==> src/sv/vrt_pkg.sv <==
// Shared types, codes and defaults for the voxel ray traversal block.
`default_nettype none
package vrt_pkg;

    localparam int CELL_COORD_BITS_DEF = 16;
    localparam int TIME_FRAC_SHIFT_DEF = 30;

    localparam logic OP_START  = 1'b0;
    localparam logic OP_ANSWER = 1'b1;

    localparam logic [1:0] KIND_QUERY = 2'd0;
    localparam logic [1:0] KIND_HIT   = 2'd1;
    localparam logic [1:0] KIND_MISS  = 2'd2;

    localparam logic [2:0] EAST  = 3'd0;
    localparam logic [2:0] WEST  = 3'd1;
    localparam logic [2:0] TOP   = 3'd2;
    localparam logic [2:0] BOT   = 3'd3;
    localparam logic [2:0] FRONT = 3'd4;
    localparam logic [2:0] BACK  = 3'd5;

    localparam logic [1:0] AXIS_X = 2'd0;
    localparam logic [1:0] AXIS_Y = 2'd1;
    localparam logic [1:0] AXIS_Z = 2'd2;

    typedef struct packed {
        logic [15:0] ip;
        logic        neg;
        logic [15:0] mag;
        logic [16:0] gap;
    } t_axis_setup;

    typedef struct packed {
        logic              op;
        logic              occupied;
        logic [7:0]        max_steps;
        t_axis_setup [2:0] ax;
    } t_item;

    typedef struct packed {
        logic [1:0]  kind;
        logic [15:0] vx;
        logic [15:0] vy;
        logic [15:0] vz;
        logic [2:0]  face;
    } t_result;

endpackage
`default_nettype wire

==> src/sv/vrt_front.sv <==
// Input queue that splits each start item into per-axis setup values.
`default_nettype none
module vrt_front
    import vrt_pkg::*;
(
    input  wire logic         i_clk,
    input  wire logic         i_rst_n,
    input  wire logic         push,
    output logic              full,
    input  wire logic         i_operation,
    input  wire logic [31:0]  i_origin_x,
    input  wire logic [31:0]  i_origin_y,
    input  wire logic [31:0]  i_origin_z,
    input  wire logic [15:0]  i_dir_x,
    input  wire logic [15:0]  i_dir_y,
    input  wire logic [15:0]  i_dir_z,
    input  wire logic [7:0]   i_max_steps,
    input  wire logic         i_occupied,
    output logic              o_valid,
    output t_item             o_item,
    input  wire logic         i_take
);

    t_item      r_mem [2];
    logic       r_wp;
    logic       r_rp;
    logic [1:0] r_cnt;
    logic [1:0] n_cnt;
    t_item      w_item;
    logic       w_wr;
    logic       w_rd;

    function automatic t_axis_setup f_setup(input logic [31:0] o, input logic [15:0] d);
        t_axis_setup s;
        s.ip   = o[31:16];
        s.neg  = d[15];
        s.mag  = d[15] ? 16'(17'h10000 - {1'b0, d}) : d;
        if (d[15]) begin
            s.gap = {1'b0, o[15:0]};
        end else if (o[15:0] == 16'd0) begin
            s.gap = 17'd0;
        end else begin
            s.gap = 17'h10000 - {1'b0, o[15:0]};
        end
        return s;
    endfunction

    always_comb begin
        w_item.op        = i_operation;
        w_item.occupied  = i_occupied;
        w_item.max_steps = i_max_steps;
        w_item.ax[0]     = f_setup(i_origin_x, i_dir_x);
        w_item.ax[1]     = f_setup(i_origin_y, i_dir_y);
        w_item.ax[2]     = f_setup(i_origin_z, i_dir_z);
    end

    assign full    = (r_cnt == 2'd2);
    assign o_valid = (r_cnt != 2'd0);
    assign o_item  = r_mem[r_rp];
    assign w_wr    = push && !full;
    assign w_rd    = i_take && o_valid;

    always_comb begin
        n_cnt = r_cnt;
        if (w_wr && !w_rd) begin
            n_cnt = r_cnt + 2'd1;
        end else if (!w_wr && w_rd) begin
            n_cnt = r_cnt - 2'd1;
        end
    end

    always_ff @(posedge i_clk) begin
        if (!i_rst_n) begin
            r_wp  <= 1'b0;
            r_rp  <= 1'b0;
            r_cnt <= 2'd0;
        end else begin
            r_cnt <= n_cnt;
            if (w_wr) begin
                r_wp <= !r_wp;
            end
            if (w_rd) begin
                r_rp <= !r_rp;
            end
        end
    end

    always_ff @(posedge i_clk) begin
        if (w_wr) begin
            r_mem[r_wp] <= w_item;
        end
    end

endmodule
`default_nettype wire

==> src/sv/vrt_div.sv <==
// Bit-serial restoring divider for the crossing times.
`default_nettype none
module vrt_div #(
    parameter int DW = 31
) (
    input  wire logic          i_clk,
    input  wire logic          i_rst_n,
    input  wire logic          i_start,
    input  wire logic [DW-1:0] i_dividend,
    input  wire logic [15:0]   i_divisor,
    output logic               o_done,
    output logic [DW-1:0]      o_quot
);

    localparam int CW = $clog2(DW + 1);

    logic [15:0]   r_rem;
    logic [DW-1:0] r_quot;
    logic [15:0]   r_div;
    logic [CW-1:0] r_cnt;
    logic          r_done;
    logic [16:0]   w_sh;
    logic          w_ge;

    assign w_sh   = {r_rem, r_quot[DW-1]};
    assign w_ge   = (w_sh >= {1'b0, r_div});
    assign o_done = r_done;
    assign o_quot = r_quot;

    always_ff @(posedge i_clk) begin
        if (!i_rst_n) begin
            r_cnt  <= '0;
            r_done <= 1'b0;
        end else begin
            r_done <= 1'b0;
            if (i_start) begin
                r_cnt <= CW'(DW);
            end else if (r_cnt != '0) begin
                r_cnt <= r_cnt - CW'(1);
                if (r_cnt == CW'(1)) begin
                    r_done <= 1'b1;
                end
            end
        end
    end

    always_ff @(posedge i_clk) begin
        if (i_start) begin
            r_rem  <= '0;
            r_quot <= i_dividend;
            r_div  <= i_divisor;
        end else if (r_cnt != '0) begin
            r_rem  <= w_ge ? 16'(w_sh - {1'b0, r_div}) : w_sh[15:0];
            r_quot <= {r_quot[DW-2:0], w_ge};
        end
    end

endmodule
`default_nettype wire

==> src/sv/vrt_walk.sv <==
// Walk engine: ray setup through the divider, DDA steps and the result register.
`default_nettype none
module vrt_walk
    import vrt_pkg::*;
#(
    parameter int CELL_COORD_BITS = CELL_COORD_BITS_DEF,
    parameter int TIME_FRAC_SHIFT = TIME_FRAC_SHIFT_DEF
) (
    input  wire logic  i_clk,
    input  wire logic  i_rst_n,
    input  wire logic  i_valid,
    input  t_item      i_item,
    output logic       o_take,
    output logic       empty,
    input  wire logic  pop,
    output t_result    o_res
);

    localparam int CB = CELL_COORD_BITS;
    localparam int DW = TIME_FRAC_SHIFT + 1;

    typedef enum logic [1:0] {S_IDLE, S_LAUNCH, S_WAIT} t_state;
    typedef enum logic [1:0] {W_IDLE, W_ORIGIN, W_STEP} t_walk;

    t_state        r_state, n_state;
    t_walk         r_walk, n_walk;
    logic [1:0]    r_axis, n_axis;
    logic          r_phase, n_phase;
    logic [47:0]   r_next [3];
    logic [47:0]   n_next [3];
    logic [31:0]   r_cstep [3];
    logic [31:0]   n_cstep [3];
    logic [CB-1:0] r_cell [3];
    logic [CB-1:0] n_cell [3];
    logic [15:0]   r_mag [3];
    logic [15:0]   n_mag [3];
    logic [16:0]   r_dist [3];
    logic [16:0]   n_dist [3];
    logic [2:0]    r_neg, n_neg;
    logic [2:0]    r_mov, n_mov;
    logic [1:0]    r_last, n_last;
    logic [8:0]    r_steps, n_steps;
    logic [7:0]    r_limit, n_limit;
    logic          r_out_valid, n_out_valid;
    t_result       r_res, n_res;

    logic          w_slot;
    logic          w_start;
    logic [DW-1:0] w_dividend;
    logic          w_done;
    logic [DW-1:0] w_quot;
    logic [47:0]   w_q48;
    logic          w_selx, w_sely;
    logic [1:0]    w_best;
    logic [2:0]    w_face;

    vrt_div #(.DW(DW)) u_div (
        .i_clk      (i_clk),
        .i_rst_n    (i_rst_n),
        .i_start    (w_start),
        .i_dividend (w_dividend),
        .i_divisor  (r_mag[r_axis]),
        .o_done     (w_done),
        .o_quot     (w_quot)
    );

    assign w_slot = !r_out_valid || pop;
    assign o_take = (r_state == S_IDLE) && i_valid && w_slot;
    assign empty  = !r_out_valid;
    assign o_res  = r_res;
    assign w_q48  = 48'(w_quot);

    assign w_start    = (r_state == S_LAUNCH) && r_mov[r_axis];
    assign w_dividend = r_phase ? (DW'(r_dist[r_axis]) << (TIME_FRAC_SHIFT - 16))
                                : (DW'(1) << TIME_FRAC_SHIFT);

    always_comb begin
        w_selx = r_mov[0] && (!r_mov[1] || r_next[0] <= r_next[1])
                          && (!r_mov[2] || r_next[0] <= r_next[2]);
        w_sely = !w_selx && r_mov[1] && (!r_mov[0] || r_next[1] < r_next[0])
                                     && (!r_mov[2] || r_next[1] <= r_next[2]);
        w_best = w_selx ? AXIS_X : (w_sely ? AXIS_Y : AXIS_Z);
    end

    always_comb begin
        unique case (r_last)
            AXIS_X:  w_face = r_neg[0] ? WEST : EAST;
            AXIS_Y:  w_face = r_neg[1] ? TOP : BOT;
            default: w_face = r_neg[2] ? BACK : FRONT;
        endcase
    end

    always_comb begin
        n_state     = r_state;
        n_walk      = r_walk;
        n_axis      = r_axis;
        n_phase     = r_phase;
        n_next      = r_next;
        n_cstep     = r_cstep;
        n_cell      = r_cell;
        n_mag       = r_mag;
        n_dist      = r_dist;
        n_neg       = r_neg;
        n_mov       = r_mov;
        n_last      = r_last;
        n_steps     = r_steps;
        n_limit     = r_limit;
        n_out_valid = r_out_valid && !pop;
        n_res       = r_res;

        unique case (r_state)
            S_IDLE: begin
                if (o_take) begin
                    n_out_valid = 1'b1;
                    n_res       = '0;
                    if (i_item.op == OP_START) begin
                        for (int a = 0; a < 3; a++) begin
                            n_cell[a] = CB'($signed(i_item.ax[a].ip));
                            n_mag[a]  = i_item.ax[a].mag;
                            n_dist[a] = i_item.ax[a].gap;
                            n_neg[a]  = i_item.ax[a].neg;
                            n_mov[a]  = (i_item.ax[a].mag != 16'd0);
                        end
                        n_last     = AXIS_Y;
                        n_steps    = 9'd0;
                        n_limit    = i_item.max_steps;
                        n_walk     = W_ORIGIN;
                        n_axis     = AXIS_X;
                        n_phase    = 1'b0;
                        n_state    = S_LAUNCH;
                        n_res.kind = KIND_QUERY;
                        n_res.vx   = 16'($signed(n_cell[0]));
                        n_res.vy   = 16'($signed(n_cell[1]));
                        n_res.vz   = 16'($signed(n_cell[2]));
                    end else if (r_walk == W_IDLE) begin
                        n_res.kind = KIND_MISS;
                    end else if (i_item.occupied) begin
                        n_walk     = W_IDLE;
                        n_res.kind = KIND_HIT;
                        n_res.face = (r_walk == W_ORIGIN) ? TOP : w_face;
                        n_res.vx   = 16'($signed(r_cell[0]));
                        n_res.vy   = 16'($signed(r_cell[1]));
                        n_res.vz   = 16'($signed(r_cell[2]));
                    end else if (r_steps <= {1'b0, r_limit} && (r_mov != 3'd0)) begin
                        n_next[w_best] = r_next[w_best] + 48'(r_cstep[w_best]);
                        n_cell[w_best] = r_neg[w_best] ? r_cell[w_best] - CB'(1)
                                                       : r_cell[w_best] + CB'(1);
                        n_last     = w_best;
                        n_steps    = r_steps + 9'd1;
                        n_walk     = W_STEP;
                        n_res.kind = KIND_QUERY;
                        n_res.vx   = 16'($signed(n_cell[0]));
                        n_res.vy   = 16'($signed(n_cell[1]));
                        n_res.vz   = 16'($signed(n_cell[2]));
                    end else begin
                        n_walk     = W_IDLE;
                        n_res.kind = KIND_MISS;
                    end
                end
            end
            S_LAUNCH: begin
                if (r_mov[r_axis]) begin
                    n_state = S_WAIT;
                end else begin
                    n_next[r_axis]  = '1;
                    n_cstep[r_axis] = '0;
                    n_phase         = 1'b0;
                    n_axis          = r_axis + 2'd1;
                    if (r_axis == AXIS_Z) begin
                        n_state = S_IDLE;
                    end
                end
            end
            S_WAIT: begin
                if (w_done) begin
                    if (r_phase) begin
                        n_next[r_axis] = w_q48;
                        n_phase        = 1'b0;
                        n_axis         = r_axis + 2'd1;
                        n_state        = (r_axis == AXIS_Z) ? S_IDLE : S_LAUNCH;
                    end else begin
                        n_cstep[r_axis] = (w_q48 > 48'hFFFF_FFFF) ? '1 : w_q48[31:0];
                        n_phase         = 1'b1;
                        n_state         = S_LAUNCH;
                    end
                end
            end
            default: n_state = S_IDLE;
        endcase
    end

    always_ff @(posedge i_clk) begin
        if (!i_rst_n) begin
            r_state     <= S_IDLE;
            r_walk      <= W_IDLE;
            r_axis      <= AXIS_X;
            r_phase     <= 1'b0;
            r_neg       <= '0;
            r_mov       <= '0;
            r_last      <= AXIS_Y;
            r_steps     <= '0;
            r_limit     <= '0;
            r_out_valid <= 1'b0;
            for (int a = 0; a < 3; a++) begin
                r_next[a]  <= '0;
                r_cstep[a] <= '0;
                r_cell[a]  <= '0;
            end
        end else begin
            r_state     <= n_state;
            r_walk      <= n_walk;
            r_axis      <= n_axis;
            r_phase     <= n_phase;
            r_neg       <= n_neg;
            r_mov       <= n_mov;
            r_last      <= n_last;
            r_steps     <= n_steps;
            r_limit     <= n_limit;
            r_out_valid <= n_out_valid;
            r_next      <= n_next;
            r_cstep     <= n_cstep;
            r_cell      <= n_cell;
        end
    end

    always_ff @(posedge i_clk) begin
        r_mag  <= n_mag;
        r_dist <= n_dist;
        r_res  <= n_res;
    end

endmodule
`default_nettype wire

==> src/sv/voxel_ray_traversal.sv <==
// Top level of the voxel ray traversal block.
// A start item is answered with a query of the origin voxel; the walk then
// sets up its crossing times with one shared bit-serial divider, six
// divisions for a ray that moves on all three axes, and takes no new
// item until that setup is done. Each occupancy answer gives a query, a
// hit or a miss. A two-entry input queue and a one-entry result register let
// either side stall on its own.
`default_nettype none
module voxel_ray_traversal
    import vrt_pkg::*;
#(
    parameter int CELL_COORD_BITS = CELL_COORD_BITS_DEF,
    parameter int TIME_FRAC_SHIFT = TIME_FRAC_SHIFT_DEF
) (
    input  wire logic        i_clk,
    input  wire logic        i_rst_n,
    input  wire logic        push,
    output logic             full,
    input  wire logic        i_operation,
    input  wire logic [31:0] i_origin_x,
    input  wire logic [31:0] i_origin_y,
    input  wire logic [31:0] i_origin_z,
    input  wire logic [15:0] i_dir_x,
    input  wire logic [15:0] i_dir_y,
    input  wire logic [15:0] i_dir_z,
    input  wire logic [7:0]  i_max_steps,
    input  wire logic        i_occupied,
    output logic             empty,
    input  wire logic        pop,
    output logic [1:0]       o_kind,
    output logic [15:0]      o_voxel_x,
    output logic [15:0]      o_voxel_y,
    output logic [15:0]      o_voxel_z,
    output logic [2:0]       o_face
);

    logic    w_valid;
    logic    w_take;
    t_item   w_item;
    t_result w_res;

    vrt_front u_front (
        .i_clk       (i_clk),
        .i_rst_n     (i_rst_n),
        .push        (push),
        .full        (full),
        .i_operation (i_operation),
        .i_origin_x  (i_origin_x),
        .i_origin_y  (i_origin_y),
        .i_origin_z  (i_origin_z),
        .i_dir_x     (i_dir_x),
        .i_dir_y     (i_dir_y),
        .i_dir_z     (i_dir_z),
        .i_max_steps (i_max_steps),
        .i_occupied  (i_occupied),
        .o_valid     (w_valid),
        .o_item      (w_item),
        .i_take      (w_take)
    );

    vrt_walk #(
        .CELL_COORD_BITS (CELL_COORD_BITS),
        .TIME_FRAC_SHIFT (TIME_FRAC_SHIFT)
    ) u_walk (
        .i_clk   (i_clk),
        .i_rst_n (i_rst_n),
        .i_valid (w_valid),
        .i_item  (w_item),
        .o_take  (w_take),
        .empty   (empty),
        .pop     (pop),
        .o_res   (w_res)
    );

    assign o_kind    = w_res.kind;
    assign o_voxel_x = w_res.vx;
    assign o_voxel_y = w_res.vy;
    assign o_voxel_z = w_res.vz;
    assign o_face    = w_res.face;

endmodule
`default_nettype wire
==> config.mk <==
export PLATFORM = sky130hd
export DESIGN_NAME = voxel_ray_traversal
export DESIGN_NICKNAME = d
export VERILOG_FILES = /design/src/sv/vrt_pkg.sv /design/src/sv/vrt_front.sv /design/src/sv/vrt_div.sv /design/src/sv/vrt_walk.sv /design/src/sv/voxel_ray_traversal.sv
export SDC_FILE = /design/constraint.sdc
export NUM_CORES = 2
export LEC_CHECK = 0
export BUFFER_PORTS_ARGS = -buffer_cell sky130_fd_sc_hd__buf_4
export CORE_MARGIN = 2
export CORE_UTILIZATION = 40
export DETAILED_ROUTE_END_ITERATION = 6
export PLACE_DENSITY = 0.67
export SLEW_MARGIN = 20
export SYNTH_ARGS = -nofsm -noshare
export SYNTH_HDL_FRONTEND = slang
export SYNTH_HIERARCHICAL = 1
export SYNTH_SLANG_ARGS = --single-unit
==> constraint.sdc <==
create_clock -name i_clk -period 10.9 [get_ports i_clk]
set_input_delay 0.545 -clock i_clk [delete_from_list [all_inputs] [get_ports i_clk]]
set_output_delay 0.545 -clock i_clk [all_outputs]
set_load 0.1 [all_outputs]
==> Word-level counts from Yosys, hierarchy flattened <==
Memory sizes are Yosys's and may differ from the RTL's. A register that Yosys moved wholly into a read port is not among the register bits.
Index checks and enable logic that the tools add are counted.
{ "totals": {"latch_bits": 0, "mem_bits_rw": 320, "ff_bits": 546, "memories": 1, "in_bits": 158, "mem_bits_ro": 0, "out_inout_bits": 55} }
{ "op_classes": {"n_addsub": 15, "mul": 0, "mux": 120, "shift": 0, "bitwise": 9, "n_lt_le_gt_ge": 13, "n_reduce_logical": 61, "div": 0, "n_eq_ne": 21} }
{ "mem_list": {"columns": ["name", "depth", "word_bits", "read_ports", "rd_clocked_by_memory_dff", "write_ports", "line_no", "rtl"], "rows": [
  ["u_front.r_mem", 2, 160, 1, 1, 1, "vrt_front.sv:24", "t_item r_mem [2];"]
]} }
{ "op_table": {"columns": ["operator", "n"], "rows": [
  ["two-way mux 144 bit", 8],
  ["two-way mux 48 bit", 10],
  ["case mux 144 bit (3 select lines)", 1],
  ["bitwise mux 144 bit", 2],
  ["two-way mux 96 bit", 3],
  ["demux 48 bit (select 2 bit)", 2],
  ["case mux 96 bit (2 select lines)", 1],
  ["two-way mux 16 bit", 10],
  ["less-or-equal comparator 48 bit", 3],
  ["bitwise OR 144 bit", 1],
  ["two-way mux 17 bit", 8],
  ["two-way mux 32 bit", 4],
  ["bitwise AND 96 bit", 1],
  ["binary-select mux 48 bit (select 2 bit)", 1],
  ["bitwise mux 96 bit", 1],
  ["NOT 96 bit", 1],
  ["two-way mux 31 bit", 3],
  ["binary-select mux 16 bit (select 2 bit)", 2],
  ["binary-select mux 32 bit (select 2 bit)", 1],
  ["demux 32 bit (select 2 bit)", 1],
  ["two-way mux 51 bit", 1],
  ["subtractor 17 x 16 -> 17 bit, first input constant", 3],
  ["two-way mux 2 bit", 25],
  ["two-way mux 50 bit", 1],
  ["other kinds (53)", 145]
]} }

==> Logic depth before layout (Yosys ltp) <==
{ "logic_depth": {"depth_word": 22, "depth_mapped": 31, "depth_no_buf": 26} }

==> Modules after synthesis <==
Netlist, hierarchy kept.
{ "modules_own_cells": {"columns": ["module", "cells_each", "area_per_inst_um2", "instances", "seq_area_each_um2"], "rows": [
  ["vrt_walk", 3441, 28781.4, 1, 10990.5],
  ["vrt_front", 841, 13555.5, 1, 9529.1],
  ["vrt_div", 348, 3910.0, 1, 1851.8]
]} }

==> Worst setup path after synthesis <==
Ideal clock, no wire load.
{ "synth_path": {"kind": "input-to-reg", "startpoint": "input port push", "endpoint": "memory u_front/r_mem[0][0] (netlist bit) (enable)", "cell_stages": 2, "setup_slack_ps": 3065, "n_path_buf": 0, "t_arrival_ps": 7158, "cell_sequence": "nand2_1 nor2_1"} }
{ "synth_via": {"elab_chain_cells": 3} }
{ "synth_lines": {"columns": ["item", "line_no", "rtl"], "rows": [
  ["start: declaration", "voxel_ray_traversal.sv:17", "input wire logic push,"],
  ["logical AND 1 bit", "vrt_front.sv:60", "assign w_wr = push && !full;"],
  ["two-way mux 1 bit", "vrt_front.sv:89", "if (w_wr) begin"],
  ["two-way mux 1 bit (implied by the code)", "vrt_front.sv:90", "r_mem[r_wp] <= w_item;"],
  ["end: declaration", "vrt_front.sv:24", null]
]} }
No other way between the ends.

==> Worst setup path in the final report <==
{ "layout_path": {"startpoint": "register u_walk/r_next[41] (netlist bit)", "endpoint": "register u_walk/r_next[86] (netlist bit)"} }
{ "layout_via": {"elab_chain_cells": 21, "word_cells_on_any_way": 31, "cone_classes": "add/sub (1); order compare (4); mux (17); bitwise (1); reduce/logical (8)"} }
{ "layout_lines": {"columns": ["item", "line_no", "rtl"], "rows": [
  ["start: declaration", "vrt_walk.sv:29", "logic [47:0] r_next [3];"],
  ["start signal: assignment", "vrt_walk.sv:220", "r_next <= n_next;"],
  ["less-or-equal comparator 48 bit", "vrt_walk.sv:79", "&& (!r_mov[2] || r_next[0] <= r_next[2]);"],
  ["logical OR 1 bit", "vrt_walk.sv:79", null],
  ["logical AND 1 bit", "vrt_walk.sv:79", null],
  ["zero test 1 bit", "vrt_walk.sv:80", "w_sely = !w_selx && r_mov[1] && (!r_mov[0] || r_next[1] < r_next[0])"],
  ["logical AND 1 bit (2 in a row)", "vrt_walk.sv:80", null],
  ["logical AND 1 bit", "vrt_walk.sv:81", "&& (!r_mov[2] || r_next[1] <= r_next[2]);"],
  ["two-way mux 2 bit", "vrt_walk.sv:82", "w_best = w_selx ? AXIS_X : (w_sely ? AXIS_Y : AXIS_Z);"],
  ["two-way mux 2 bit *", "vrt_walk.sv:82", null],
  ["[4 not listed]", null, null],
  ["adder 48 x 32 -> 48 bit / demux 48 bit (select 2 bit) (equally long branches)", "vrt_walk.sv:145", "n_next[w_best] = r_next[w_best] + 48'(r_cstep[w_best]);"],
  ["bitwise mux 144 bit *", "vrt_walk.sv:145", null],
  ["two-way mux 144 bit *", "vrt_walk.sv:144", "end else if (r_steps <= {1'b0, r_limit} && (r_mov != 3'd0)) begin"],
  ["two-way mux 144 bit *", "vrt_walk.sv:137", "end else if (i_item.occupied) begin"],
  ["two-way mux 144 bit *", "vrt_walk.sv:135", "end else if (r_walk == W_IDLE) begin"],
  ["two-way mux 144 bit *", "vrt_walk.sv:116", "if (i_item.op == OP_START) begin"],
  ["two-way mux 144 bit *", "vrt_walk.sv:113", "if (o_take) begin"],
  ["case mux 144 bit (3 select lines) *", "vrt_walk.sv:111", "unique case (r_state)"]
]} }
Mark *: on every way between the ends. The rest lies on a longest branch, timed or not. The select of a mux whose other input is x is not followed.
A chain may end at the register's enable or synchronous reset.

==> results.txt <==
routed via count = 37810
Top Ports = 213
Post-CTS Setup Inserts = 0
Synth Register Bits = 861
CTS resizes = 0
Clk pin slew, worst setup/hold paths = 60 ps
Most Frequent Cell on Critical Path = nor3_1
Clock H-tree levels = 3
Worst Skew = 19.21 ps
# setup viols final = 0
Fin. Hold Viols = 0
Total Nets Final = 5124
hold path startpoint = i_max_steps[5]
yosys warns = 6
Inst Count DP = 6148
HP Class = in -> reg
Worst R2R Path Depth = 27
Async S/R FF share, synth = 0%
crit path from = u_walk/r_next[41]$_SDFFE_PN0P_
initial drt markers = 4307
dominant cells by area after synthesis = edfxtp_1 33%, dfxtp_1 15%, ha_1 6.3%, a21oi_1 5.1%, mux2_2 4.7%
top-count cell post-synth = edfxtp_1
Final GP Congestion = 0.9646
Starting Density = 40.39%
final core utilization = 45.90%
RSZ-0062 raised after global routing = false
final setup TNS = 0 ps
maximum number of pins on one net before global-route repair = 187
core area = 114500 µm²
die area = 118400 µm²
EDFF count, synth = 513
CTS Root Cell = clkbuf_16
Die Span Y = 344.0 µm
Synth Area per Inst = 9.989 µm²
sinks on the clock net = 861
max cap viols = 0
Final min period = 8341 ps
Yosys cell types = 103
drt drc = 9
r2r endpoint = u_walk/r_next[86]$_SDFFE_PN0P_
total gr overflow = 0
share of layout cells above drive strength 1 = 14.66%
drt via density = 5.974
Routed WL = 142400 µm
Max transition margin = 23.23%
Max Clk Rate = 0.1199 GHz
Top FF cell, synth = edfxtp_1
crit path kind = reg -> reg
Slowest cell on crit path = buf_4
GRT Overall Usage = 23.33%
worst stage delay on the critical path = 630 ps
Synth Cell Area = 46250 µm²
Max clock buf depth = 3
top cell type's share of synthesized area = 33.31%
Syn Inst Count = 4630
Final Cycle Share = 76.52%
top cells by count, synth = 513 x edfxtp_1, 471 x a21oi_1, 362 x nor2_1
Sequential Area = 22380 µm²
Arr. time, crit path = 8910 ps
Die X = 344.0 µm
area growth from synthesis to layout = 13.65%
Worst EP required = 11470 ps
Critical Path End Type = flop
r2r startpoint = u_walk/r_next[41]$_SDFFE_PN0P_
failing checks = DRC
status = finished, violations left
part of the Yosys area used for sequential elements = 48.37%
CP Max Fanout = 38
fill count = 10670
Final Max Slew Viols = 0
Multi-input gate area = 22170 µm²
antenna violations before repair = 13
worst-margin pin slew = 1151 ps
drt wl/cell = 22.50 µm
total CTS buffers = 92
drt first pass iters = 7
num rows = 124
final HPWL from detailed placement = 96170 µm
CTS Hold Bufs = 0
vias in the first global route = 35610
Clock Latency Late Sink = 680 ps
Critical Path End = u_walk/r_next[86]$_SDFFE_PN0P_
reg2reg setup slack = 2560 ps
PortBufs = 212
first-pass GRT wire length = 215800 µm
Synth area leader = edfxtp_1
antenna viol nets, final = 0
Final Non-Filler Cells = 6328
CTS tree = built
crit start category = flop
registers in the layout, indices dropped and copies added (netlist names), 2 cells and up, named ones only:
signal and count:
u_walk/r_dist 51, u_front/r_cnt 2, u_front/r_mem 314, u_walk/o_res 53, u_walk/r_neg 3, u_walk/r_cstep 96
u_walk/r_mov 3, u_walk/r_cell 48, u_walk/u_div/r_cnt 5, u_walk/r_state 2, u_walk/r_limit 8, u_walk/r_next 144
u_walk/u_div/r_div 16, u_walk/r_mag 48, u_walk/r_last 2, u_walk/r_axis 2, u_walk/u_div/r_rem 16, u_walk/r_walk 2
u_walk/r_steps 9, u_walk/u_div/o_quot 31
area by class of cell:
cell class | instances | area share, %
Multi-Input combinational cell | 3284 | 42.18
Clock inverter | 44 | 1.021
Inverter | 211 | 1.521
Antenna cell | 8 | 0.03809
Clock buffer | 127 | 4.964
Sequential cell | 861 | 42.57
Tap cell | 1512 | 3.599
Timing Repair Buffer | 281 | 4.099
per-layer routing:
layer	global-route usage (%)	part of all wire, %	vias to the layer above
met5	0	0.046	-
met4	8.043	3.2	10
met3	4.029	8.6	290
met2	36.11	45	1760
met1	32.91	43	18350
li1	-	-	17400
critical path: cells and delay by family, from the launching register on:
family          cells  cell delay [ps]
xor+xnor            1              440
buf+inv             2              720
compound gates     13             3980
simple gates        8             1870
fa+ha+maj           3              790
flops               1              380
logic make-up after synthesis:
group,after synthesis,synth area share [%]
AOI/OAI and AO/OA,1380,19.12
other,2,0.01624
xor gates and xnor gates,147,2.784
muxes,265,6.260
adders and majority gates,235,6.407
DFF,861,48.37
and+or+nand+nor,1240,12.89
buffers and inverters,500,4.153
per-stage QoR:
stage / setup slack [ps] / hold WS, ps / instance area, µm²
global placement: 3052 / 441.2 / 49360
detailed placement: 2863 / 446.9 / 49360
floorplan: 3065 / 433.5 / 46300
CTS: 2814 / 14.52 / 52510
finish: 2559 / 54.62 / 52560
global route: 2026 / 22.08 / 52560
worst min path at each step:
| stage | to | slack (ps) | cells past startpoint |
|---|---|---|---|
| after floorplan | u_walk/r_steps[8]$_SDFFE_PN0P_ | 430 | 2 |
| after global placement | u_walk/r_cstep[87]$_SDFFE_PN0P_ | 440 | 2 |
| after detailed placement | u_walk/r_cstep[11]$_SDFFE_PN0P_ | 450 | 2 |
| after CTS | u_front/r_mem[1][155]$_DFFE_PP_ | 10 | 1 |
| after global routing | u_front/r_mem[0][99]$_DFFE_PP_ | 20 | 1 |
| final | u_front/r_mem[1][155]$_DFFE_PP_ | 50 | 1 |
cell usage in the layout (no fill, tap or decap), types with 71 or more instances in the layout:
cell       netlist  layout
o22ai_1        108     108
nand3_1        161     161
xnor2_1        103     103
nand2b_1        75      75
mux2_2         194     194
clkbuf_16        0      94
inv_1          207     206
mux2i_1         71      71
edfxtp_1       513     513
dfxtp_1        348     346
nor2_1         362     359
nand2_1        321     318
o21ai_0        270     269
ha_1           232     226
a21oi_1        471     471
buf_4            4     278
Power is left out: the tool's default activity adds up to more than one toggle a clock period on the data nets, which glitch-free logic cannot reach.
